<file path="src/rtl/core/sfd_pkg.sv">
// ----------------------------------------------------------------------------
// sfd_pkg
// Shared types and constants of the sensor frame deframer.
// ----------------------------------------------------------------------------
package sfd_pkg;

	// default sizes of the frame buffer and of the word burst
	localparam int BUFFER_BYTES_DEF = 64;
	localparam int WORD_COUNT_DEF   = 19;

	// field widths
	localparam int BYTE_W  = 8;
	localparam int LEN_W   = 7;
	localparam int INDEX_W = 5;
	localparam int WORD_W  = 16;
	localparam int CFG_IDX_W = 2;

	// register reset values
	localparam logic [BYTE_W-1:0] FIRST_HEADER_RST  = 8'hAA;
	localparam logic [BYTE_W-1:0] SECOND_HEADER_RST = 8'h55;
	localparam logic [LEN_W-1:0]  MIN_LEN_RST       = 7'd43;
	localparam logic [LEN_W-1:0]  MAX_LEN_RST       = 7'd50;

	// register indexes
	localparam logic [CFG_IDX_W-1:0] CFG_FIRST_HEADER  = 2'd0;
	localparam logic [CFG_IDX_W-1:0] CFG_SECOND_HEADER = 2'd1;
	localparam logic [CFG_IDX_W-1:0] CFG_MIN_LEN       = 2'd2;
	localparam logic [CFG_IDX_W-1:0] CFG_MAX_LEN       = 2'd3;

	// frame offsets
	localparam logic [LEN_W-1:0] KIND_OFFSET = 7'd3;
	localparam logic [8:0]       BODY_OFFSET = 9'd4;

	// deframer sequencer
	typedef enum logic [7:0] {
		ST_HEAD1  = 8'b0000_0001,
		ST_HEAD2  = 8'b0000_0010,
		ST_LEN    = 8'b0000_0100,
		ST_BODY   = 8'b0000_1000,
		ST_SUM    = 8'b0001_0000,
		ST_RD_HI  = 8'b0010_0000,
		ST_RD_LO  = 8'b0100_0000,
		ST_EMIT   = 8'b1000_0000
	} state_t;

endpackage

</file>
<file path="src/rtl/core/sfd_ram.sv">
// ----------------------------------------------------------------------------
// sfd_ram
// Generic single-write, single-read RAM with a registered read port.
// ----------------------------------------------------------------------------
module sfd_ram #(
	parameter int WIDTH = 8,
	parameter int DEPTH = 64
) (
	input  logic                     clk,
	input  logic                     we,
	input  logic [$clog2(DEPTH)-1:0] waddr,
	input  logic [WIDTH-1:0]         wdata,
	input  logic                     re,
	input  logic [$clog2(DEPTH)-1:0] raddr,
	output logic [WIDTH-1:0]         rdata
);

	logic [WIDTH-1:0] mem_q [DEPTH];

	// write port
	always_ff @(posedge clk) begin
		if (we) begin
			mem_q[waddr] <= wdata;
		end
	end

	// registered read; hold data while not reading
	always_ff @(posedge clk) begin
		if (re) begin
			rdata <= mem_q[raddr];
		end
	end

endmodule

</file>
<file path="src/rtl/core/sensor_frame_deframer.sv">
// ----------------------------------------------------------------------------
// sensor_frame_deframer
// Header hunt, length check, body buffering and sum-8 checksum check of a
// serial byte stream; emits the frame body as tagged signed 16-bit words.
// ----------------------------------------------------------------------------
// Throughput: one byte per cycle while parsing; after a checksum byte that
//   matches, the words are drained: each is read as high then low byte over
//   the single buffer read port and then loaded into the output register,
//   the load waiting for a free output slot; the first word is shown once it
//   is loaded, with input held off until the last word is loaded.
// Reset: arst_n clears sequencer, counters, configuration registers and output
//   valid; the buffer is not cleared, every word read was written in the same frame.
// ----------------------------------------------------------------------------
module sensor_frame_deframer #(
	parameter int BUFFER_BYTES = sfd_pkg::BUFFER_BYTES_DEF,
	parameter int WORD_COUNT   = sfd_pkg::WORD_COUNT_DEF
) (
	input  logic                             clk,
	input  logic                             arst_n,
	// configuration
	input  logic                             cfg_we,
	input  logic [sfd_pkg::CFG_IDX_W-1:0]    cfg_index,
	input  logic [sfd_pkg::BYTE_W-1:0]       cfg_data,
	// byte input
	input  logic                             in_valid,
	output logic                             in_ready,
	input  logic [sfd_pkg::BYTE_W-1:0]       rx_byte,
	// word output
	output logic                             out_valid,
	input  logic                             out_ready,
	output logic [sfd_pkg::BYTE_W-1:0]       frame_kind,
	output logic [sfd_pkg::INDEX_W-1:0]      word_index,
	output logic signed [sfd_pkg::WORD_W-1:0] word_value,
	output logic                             last_word
);

	localparam int AW      = $clog2(BUFFER_BYTES);
	localparam int MIN_LEN = 2 * WORD_COUNT + 5;
	localparam int LW      = sfd_pkg::LEN_W;
	localparam int BW      = sfd_pkg::BYTE_W;
	localparam int IW      = sfd_pkg::INDEX_W;

	// configuration registers
	logic [BW-1:0] first_header_q;
	logic [BW-1:0] second_header_q;
	logic [LW-1:0] min_len_q;
	logic [LW-1:0] max_len_q;

	// parser state
	sfd_pkg::state_t state_q;
	logic [LW-1:0]   length_q;
	logic [LW-1:0]   taken_q;
	logic [BW-1:0]   sum_q;
	logic [BW-1:0]   kind_q;
	logic [IW-1:0]   word_q;
	logic [BW-1:0]   hi_q;

	// output register
	logic                    out_valid_q;
	logic [BW-1:0]           out_kind_q;
	logic [IW-1:0]           out_index_q;
	logic [sfd_pkg::WORD_W-1:0] out_word_q;
	logic                    out_last_q;

	// buffer port signals
	logic          ram_we;
	logic [AW-1:0] ram_waddr;
	logic          ram_re;
	logic [AW-1:0] ram_raddr;
	logic [BW-1:0] ram_rdata;

	logic               in_fire;
	logic               len_ok;
	logic [LW+AW-1:0]   taken_wide;
	logic [8:0]         hi_off;
	logic [8:0]         lo_off;
	logic [BW:0]        taken_next2;
	logic               word_last;
	logic               slot_free;

	assign in_ready = state_q inside {sfd_pkg::ST_HEAD1, sfd_pkg::ST_HEAD2, sfd_pkg::ST_LEN,
		sfd_pkg::ST_BODY, sfd_pkg::ST_SUM};
	assign in_fire  = in_valid && in_ready;

	// accept a length only within the configured window and what the buffer holds
	assign len_ok = (rx_byte >= {1'b0, min_len_q}) && (rx_byte <= {1'b0, max_len_q}) &&
		(32'(rx_byte) <= BUFFER_BYTES) && (32'(rx_byte) >= MIN_LEN);

	// body write address from the frame offset
	assign taken_wide = (LW + AW)'(taken_q);
	assign ram_waddr  = taken_wide[AW-1:0];
	assign ram_we     = in_fire && (state_q == sfd_pkg::ST_BODY) &&
		(32'(taken_q) < BUFFER_BYTES);

	// drain read address: high byte then low byte of the current word
	assign hi_off    = sfd_pkg::BODY_OFFSET + {3'b000, word_q, 1'b0};
	assign lo_off    = hi_off + 9'd1;
	assign ram_re    = (state_q == sfd_pkg::ST_RD_HI) || (state_q == sfd_pkg::ST_RD_LO);
	assign ram_raddr = (state_q == sfd_pkg::ST_RD_LO) ? lo_off[AW-1:0] : hi_off[AW-1:0];

	assign taken_next2 = {2'b00, taken_q} + 9'd2;
	assign word_last   = (word_q == IW'(WORD_COUNT - 1));
	assign slot_free   = !out_valid_q || out_ready;

	sfd_ram #(
		.WIDTH(BW),
		.DEPTH(BUFFER_BYTES)
	) u_body_ram (
		.clk  (clk),
		.we   (ram_we),
		.waddr(ram_waddr),
		.wdata(rx_byte),
		.re   (ram_re),
		.raddr(ram_raddr),
		.rdata(ram_rdata)
	);

	// configuration writes
	always_ff @(posedge clk or negedge arst_n) begin
		if (!arst_n) begin
			first_header_q  <= sfd_pkg::FIRST_HEADER_RST;
			second_header_q <= sfd_pkg::SECOND_HEADER_RST;
			min_len_q       <= sfd_pkg::MIN_LEN_RST;
			max_len_q       <= sfd_pkg::MAX_LEN_RST;
		end else if (cfg_we) begin
			case (cfg_index)
				sfd_pkg::CFG_FIRST_HEADER:  first_header_q  <= cfg_data;
				sfd_pkg::CFG_SECOND_HEADER: second_header_q <= cfg_data;
				sfd_pkg::CFG_MIN_LEN:       min_len_q       <= cfg_data[LW-1:0];
				sfd_pkg::CFG_MAX_LEN:       max_len_q       <= cfg_data[LW-1:0];
				default: ;
			endcase
		end
	end

	// parse sequencer and word drain
	always_ff @(posedge clk or negedge arst_n) begin
		if (!arst_n) begin
			state_q  <= sfd_pkg::ST_HEAD1;
			length_q <= '0;
			taken_q  <= '0;
			sum_q    <= '0;
			kind_q   <= '0;
			word_q   <= '0;
		end else begin
			case (state_q)
				sfd_pkg::ST_HEAD1: begin
					if (in_fire) begin
						if (rx_byte == first_header_q) begin
							sum_q   <= rx_byte;
							state_q <= sfd_pkg::ST_HEAD2;
						end else begin
							sum_q <= '0;
						end
					end
				end
				sfd_pkg::ST_HEAD2: begin
					if (in_fire) begin
						if (rx_byte == second_header_q) begin
							sum_q   <= sum_q + rx_byte;
							state_q <= sfd_pkg::ST_LEN;
						end else begin
							state_q <= sfd_pkg::ST_HEAD1;
						end
					end
				end
				sfd_pkg::ST_LEN: begin
					if (in_fire) begin
						if (len_ok) begin
							length_q <= rx_byte[LW-1:0];
							sum_q    <= sum_q + rx_byte;
							taken_q  <= sfd_pkg::KIND_OFFSET;
							state_q  <= sfd_pkg::ST_BODY;
						end else begin
							state_q <= sfd_pkg::ST_HEAD1;
						end
					end
				end
				sfd_pkg::ST_BODY: begin
					if (in_fire) begin
						if (taken_q == sfd_pkg::KIND_OFFSET) begin
							kind_q <= rx_byte;
						end
						sum_q   <= sum_q + rx_byte;
						taken_q <= taken_q + 1'b1;
						if (taken_next2 >= {2'b00, length_q}) begin
							state_q <= sfd_pkg::ST_SUM;
						end
					end
				end
				sfd_pkg::ST_SUM: begin
					if (in_fire) begin
						sum_q  <= '0;
						word_q <= '0;
						state_q <= (rx_byte == sum_q) ? sfd_pkg::ST_RD_HI : sfd_pkg::ST_HEAD1;
					end
				end
				sfd_pkg::ST_RD_HI: begin
					state_q <= sfd_pkg::ST_RD_LO;
				end
				sfd_pkg::ST_RD_LO: begin
					state_q <= sfd_pkg::ST_EMIT;
				end
				sfd_pkg::ST_EMIT: begin
					if (slot_free) begin
						if (word_last) begin
							state_q <= sfd_pkg::ST_HEAD1;
						end else begin
							word_q  <= word_q + 1'b1;
							state_q <= sfd_pkg::ST_RD_HI;
						end
					end
				end
				default: begin
					sum_q   <= '0;
					state_q <= sfd_pkg::ST_HEAD1;
				end
			endcase
		end
	end

	// capture the high byte as the low byte read goes out
	always_ff @(posedge clk) begin
		if (state_q == sfd_pkg::ST_RD_LO) begin
			hi_q <= ram_rdata;
		end
	end

	// output valid: set on load, drop once the transaction completes
	always_ff @(posedge clk or negedge arst_n) begin
		if (!arst_n) begin
			out_valid_q <= 1'b0;
		end else if ((state_q == sfd_pkg::ST_EMIT) && slot_free) begin
			out_valid_q <= 1'b1;
		end else if (out_ready) begin
			out_valid_q <= 1'b0;
		end
	end

	// output payload
	always_ff @(posedge clk) begin
		if ((state_q == sfd_pkg::ST_EMIT) && slot_free) begin
			out_kind_q  <= kind_q;
			out_index_q <= word_q;
			out_word_q  <= {hi_q, ram_rdata};
			out_last_q  <= word_last;
		end
	end

	assign out_valid  = out_valid_q;
	assign frame_kind = out_kind_q;
	assign word_index = out_index_q;
	assign word_value = out_word_q;
	assign last_word  = out_last_q;

endmodule

</file>
<file path="config.mk">
export PLATFORM = sky130hd
export DESIGN_NAME = sensor_frame_deframer
export DESIGN_NICKNAME = d
export VERILOG_FILES = /design/src/rtl/core/sfd_pkg.sv /design/src/rtl/core/sfd_ram.sv /design/src/rtl/core/sensor_frame_deframer.sv
export SDC_FILE = /design/constraint.sdc
export NUM_CORES = 1
export LEC_CHECK = 0
export BUFFER_PORTS_ARGS = -buffer_cell sky130_fd_sc_hd__clkbuf_2
export CAP_MARGIN = 15
export CORE_MARGIN = 5
export CORE_UTILIZATION = 60
export DETAILED_ROUTE_END_ITERATION = 12
export GPL_TIMING_DRIVEN = 0
export PLACE_DENSITY = 0.78
export SETUP_SLACK_MARGIN = 0.4
export SKIP_LAST_GASP = 1
export SLEW_MARGIN = 10
export SYNTH_ARGS = -nofsm -noshare
export SYNTH_HDL_FRONTEND = slang
export SYNTH_SLANG_ARGS = --single-unit
</file>
<file path="constraint.sdc">
create_clock -name clk -period 4 [get_ports clk]
set_clock_uncertainty 0.2 [all_clocks]
set_input_delay 0.6 -clock clk [delete_from_list [all_inputs] [get_ports clk]]
set_output_delay 0.6 -clock clk [all_outputs]
set_load 0.01 [all_outputs]
</file>
# After elaboration in Yosys (flattened, before gate mapping)
# Memories as Yosys holds them, arrays and structs flattened. A register that Yosys moved wholly into a read port is not among the register bits.
# Cells that the tools add are included.
# totals
register_bits	112
ram_bits	512
in_bits	23
n_memories	1
# op_classes
add_sub_neg	6
order_cmp	6
n_eq_ne	27
mux	35
bitwise	1
reduce_logical	26
# memory_table
memory	depth	width	read_ports	rd_clocked_by_memory_dff	write_ports	line_no	source
u_body_ram.mem_q	64	8	1	1	1	sfd_ram.sv:18	logic [WIDTH-1:0] mem_q [DEPTH];
# ops
op	count
2-to-1 mux 8 bit	16
case mux 8 bit (8 select lines)	1
case mux 8 bit (6 select lines)	1
equality test 8 bit	3
2-to-1 mux 7 bit	3
2-to-1 mux 6 bit	3
>= comparator 8 x 7 -> 1 bit	2
inequality test 2 bit (second input constant)	8
AND reduction 8 bit	2
2-to-1 mux 5 bit	3
case mux 7 bit (2 select lines)	1
case mux 5 bit (2 select lines)	1
adder 7 x 2 -> 8 bit (second input constant)	1
adder 8 bit	1
equality test 8 x 1 -> 1 bit (second input constant)	1
equality test 8 x 2 -> 1 bit (second input constant)	1
equality test 8 x 3 -> 1 bit (second input constant)	1
equality test 8 x 4 -> 1 bit (second input constant)	1
equality test 8 x 5 -> 1 bit (second input constant)	1
equality test 8 x 6 -> 1 bit (second input constant)	1
equality test 8 x 7 -> 1 bit (second input constant)	1
equality test 8 bit (second input constant)	1
>= comparator 8 x 6 -> 1 bit (second input constant)	1
<= comparator 8 x 7 -> 1 bit	1
other kinds (25)	45

# Longest topological paths before layout
# depth
depth_word	7
depth_mapped	11

# Hierarchy
# From an unflattened synthesis, not the netlist that was laid out.
# unflattened
hier_cells	1427
hier_area_um2	25916.1
# by_module_without_submodules
mod	instances	cells_per_inst	area_each_um2	seq_area_each_um2
sfd_ram	1	940	20246.9	15615.0
sensor_frame_deframer	1	487	5669.2	3012.9

# Least setup slack after synthesis
# No wires, ideal clock.
# synth_timing
path_type	register to register
startpoint	reg state_q[1]
endpoint	reg out_kind_q[0] (netlist: frame_kind[0]) (enable)
setup_time_ns	0.422
arrival_time_ns	2.648
t_required_ns	3.378
setup_slack_ns	0.730
path_stages_with_launch	6
cell_sequence	dfrtp_1 > nor4_1 > buf_2 > nand4b_1 > clkbuf_1 > nor2b_1
# synth_via
elab_chain_len	2
# synth_lines
item	line_no	source
start, declared	sensor_frame_deframer.sv:50	sfd_pkg::state_t state_q;
start signal, assigned	sensor_frame_deframer.sv:139	state_q <= sfd_pkg::ST_HEAD1;
start signal, assigned	sensor_frame_deframer.sv:151	state_q <= sfd_pkg::ST_HEAD2;
start signal, assigned	sensor_frame_deframer.sv:161	state_q <= sfd_pkg::ST_LEN;
equality test 8 bit	sensor_frame_deframer.sv:242	if ((state_q == sfd_pkg::ST_EMIT) && slot_free) begin
logical AND 1 bit	sensor_frame_deframer.sv:242	
end signal, assigned	sensor_frame_deframer.sv:243	out_kind_q <= kind_q;
end, declared	sensor_frame_deframer.sv:60	logic [BW-1:0] out_kind_q;
# Every way passes these cells.
# A chain may end at the register's enable or synchronous reset.

# Worst setup path in the final report
# layout_timing
startpoint	reg word_q[1]
endpoint	reg u_body_ram.rdata[3] (read register of u_body_ram.mem_q), data pin
# layout_via
elab_chain_len	3
# layout_lines
item	line_no	source
start, declared	sensor_frame_deframer.sv:55	logic [IW-1:0] word_q;
start signal, assigned	sensor_frame_deframer.sv:209	word_q <= word_q + 1'b1;
adder 3 x 6 -> 6 bit (*)	sensor_frame_deframer.sv:96	assign hi_off = sfd_pkg::BODY_OFFSET + {3'b000, word_q, 1'b0};
adder 6 x 1 -> 6 bit	sensor_frame_deframer.sv:97	assign lo_off = hi_off + 9'd1;
2-to-1 mux 6 bit (*)	sensor_frame_deframer.sv:99	assign ram_raddr = (state_q == sfd_pkg::ST_RD_LO) ? lo_off[AW-1:0] : hi_off[AW-1:0];
end, declared	sfd_ram.sv:15	output logic [WIDTH-1:0] rdata
# Every way passes the cells marked *; elsewhere a longest branch is shown, timed or not.

==> results by group <==
Finish
  • Fillers: 2,829
  • Most common cell after layout, fill and taps aside: edfxtp_1
  • Most frequent cells in the layout: edfxtp_1 (558), nand2_1 (343), nand3_1 (137)
  • Multi-input gate area: 6870 um^2
  • Antenna diodes: 0
  • Finished Layout Cells: 2,630
  • FF/Latch Area: 18,600 um^2
  • Layout Nets: 2,053
  • Share of layout cells above drive strength 1: 0.137
  • Design Area, Final: 29,400 um^2
  • Layout Area Growth over Synthesis: 13.2%

Logic synthesis
  • Synth warn: 0
  • Synthesized area per cell: 13.9 um^2
  • Post-synth top area share: 0.645
  • Synth Area in Compound Gates: 0.0610
  • Ys flop type: edfxtp_1
  • Synth Area in Simple Gates: 0.116
  • Post-Synthesis Cells: 1,864
  • Xor and xnor area share after synthesis: 0.0110
  • Ranking of synthesized cells by area: edfxtp_1 (65%), dfrtp_1 (5.6%), nand2_1 (5.0%), mux2i_1 (3.4%), nand3_1 (2.6%)
  • Synth area leader: edfxtp_1
  • Number of synthesized register bits: 632
  • Net count after synthesis: 1,924
  • Multiplexer share of the synthesized area: 0.0543
  • Adder-Cell Fraction of Synth Area: 0.0181
  • Post-synthesis sequential area ratio: 0.717
  • Async SR Flop Fraction: 0.117
  • Largest family of logic cells by synthesized area: simple AND/OR/NAND/NOR gates
  • Post-Synthesis Cell Area: 26,000 um^2
  • EDFF count, synth: 558
  • Distinct cells, synth: 61

Worst setup path
  • Crit path DAT: 3.96 ns
  • CP bufs+invs: 2
  • Crit. path cell count: 7
  • Worst Setup EP: u_body_ram.rdata[3]
  • CP most frequent cell: a32oi_1
  • CP cell instances: ha_1, xnor2_1, buf_1, clkbuf_1, a32oi_1, a32oi_1, and3_1
  • Crit path max-delay cell type: buf_1
  • Crit path from: word_q[1]
  • Worst R2R Start: word_q[1]
  • Critical Path Fanout Max: 10
  • Worst Setup Start Kind: flop
  • Worst-case reg-to-reg path depth: 7
  • Largest delay share family, worst path: buffers and inverters
  • Critical path capture point type: flop
  • Critical R2R Capture: u_body_ram.rdata[3]
  • Slowest Stage Delay on Critical Path: 0.69 ns
  • Worst R2R Setup Slack: 0.32 ns
  • Critical path data required time: 4.28 ns
  • Critical setup path kind: flop to flop

Route
  • Post-DR wirelength/cell: 25.3 um
  • DR iter-0 viols: 2,431
  • DRT antenna net count: 0
  • TritonRoute pass-1 iters: 8
  • Via count: 16,755
  • Drt total wl: 66,400 um
  • DRC Markers: 0
  • Avg Vias per Cell: 6.37

GRT
  • Initial antenna violation count: 1
  • Vias in the first global route: 16,920
  • GRT Total Usage: 0.279
  • GR Overflow Total: 0
  • First-pass GRT wire length: 100,000 um
  • Pin count of the biggest net entering global routing: 67

Status
  • Status: complete, no violations

Job
  • Max_cap viols: 0

Placement
  • Post-Place Cell Area: 27,200 um^2
  • Dpl cells: 2,510
  • IO Port Bufs: 54
  • Routability-driven placement congestion ratio: 0.960
  • Post-DP HPWL: 43,800 um

STA
  • RSZ-0062 raised after global routing: true
  • Slew at the pin closest to its max-slew limit: 1.19 ns
  • Tmin final: 3.68 ns
  • # setup viols final: 0
  • WHS: 0.0412 ns
  • Worst slew margin: 0.204
  • Slew Limit Fails: 0
  • Crit share post-route: 0.920
  • Final Hold Viols: 0
  • Maximum clock rate: 0.272 GHz

Clock tree
  • Sink Count: 632
  • Root buffer cell: clkbuf_16
  • CTS tree: done
  • Worst skew pair latency: 0.63 ns
  • H-tree depth: 2
  • CTS max path bufs: 3
  • Cts bufs inserted: 61
  • Worst-path clk slew: 0.06 ns

Worst hold path
  • Worst Hold Class: input pin to flop
  • Hold Crit Depth: 2

Die
  • Initial Utilization: 0.604
  • Core Footprint: 43,000 um^2
  • Row cnt: 76
  • Die area: 47,500 um^2
  • Die span in y: 218 um
  • Chip width: 218 um
  • # IOs: 55

Power
  • Peak VDD IR: 0.530 mV
  • Leak pwr: 10.1 nW
  • Pwr dens: 478 nW/um^2
worst min path at each step:
| stage | start | to |
|---|---|---|
| after global routing | cfg_data[7] | first_header_q[7] |
| after detailed placement | hi_q[6] | word_value[14] |
| after global placement | hi_q[2] | word_value[10] |
| final | cfg_data[7] | first_header_q[7] |
| after CTS | cfg_data[7] | first_header_q[7] |
| after floorplan | arst_n | first_header_q[0] |
state kept, by name (all words and copies together), names as in the netlist, 5 cells and up:
register,count
min_len_q,7
word_index,5
state_q,8
taken_q,7
kind_q,8
u_body_ram.rdata,8
second_header_q,8
word_value,16
u_body_ram.mem_q,512
length_q,7
first_header_q,8
hi_q,8
max_len_q,7
sum_q,8
frame_kind,8
word_q,5
synth_stat cells, drive strengths merged, types with 22 or more instances:
master    n
clkbuf   68
nand2   345
ha       36
edfxtp  558
and3     27
inv      32
nand3   137
dfrtp    58
a32oi    42
mux2     47
a31oi    61
buf      34
mux2i    88
nor2     86
o21ai    33
a22oi    22
report_power, final:
group | internal (mW) | total, mW | switching [mW] | leakage, nW
logic | 0.288 | 0.732 | 0.444 | 3.15
clock network | 3.51 | 5.97 | 2.45 | 1.02
registers | 7.28 | 7.35 | 0.0691 | 5.97
kinds of logic (layout without fill, tap and decap cells):
logic type	Yosys count	in the layout
buffers and inverters	134	315
xor gates and xnor gates	31	31
muxes	135	135
AOI/OAI and AO/OA	229	229
and+or+nand+nor	666	666
DFF	632	632
adders and majority gates	37	37
what timing repair did:
| action | CTS | global route |
|---|---|---|
| resized for setup | 9 | 22 |
| hold buffers | 1 | 0 |
| pin swaps | 0 | 3 |
| hold endpoints to repair | 28 | 0 |
| setup buffers | 0 | 3 |
| endpoints found under the setup margin | 11 | 14 |
area by class of cell:
| type | count | area share |
|---|---|---|
| Sequential cell | 632 | 0.633 |
| Multi-Input combinational cell | 1098 | 0.234 |
| Clock buffer | 70 | 0.0531 |
| Tap cell | 585 | 0.0249 |
| Clock inverter | 45 | 0.0181 |
| Timing Repair Buffer | 66 | 0.0171 |
| Buffer | 102 | 0.0158 |
| Inverter | 32 | 0.00408 |
metrics by stage:
| step | utilization | setup WS, ns | TNS (ns) | total power, mW |
|---|---|---|---|---|
| 2_1_floorplan | - | 0.730 | 0 | 7.89 |
| 5_1_grt | 0.684 | 0.300 | 0 | 14.4 |
| 4_1_cts | 0.682 | 0.387 | 0 | 14.1 |
| 6_report | 0.684 | 0.321 | 0 | 14.1 |
| 3_5_place_dp | 0.632 | -0.284 | -2.43 | 8.19 |
| 3_3_place_gp | 0.628 | -0.653 | -10.02 | 8.13 |
routing by layer:
metal | vias up | global-route usage | routed length, um
met3 | 211 | 0.0614 | 6710
li1 | 7273 | - | -
met2 | 1052 | 0.452 | 32300
met1 | 8219 | 0.368 | 24200
met5 | - | 0 | 0
met4 | 0 | 0.125 | 3160
No activity file was read; power rests on OpenSTA's default activity.
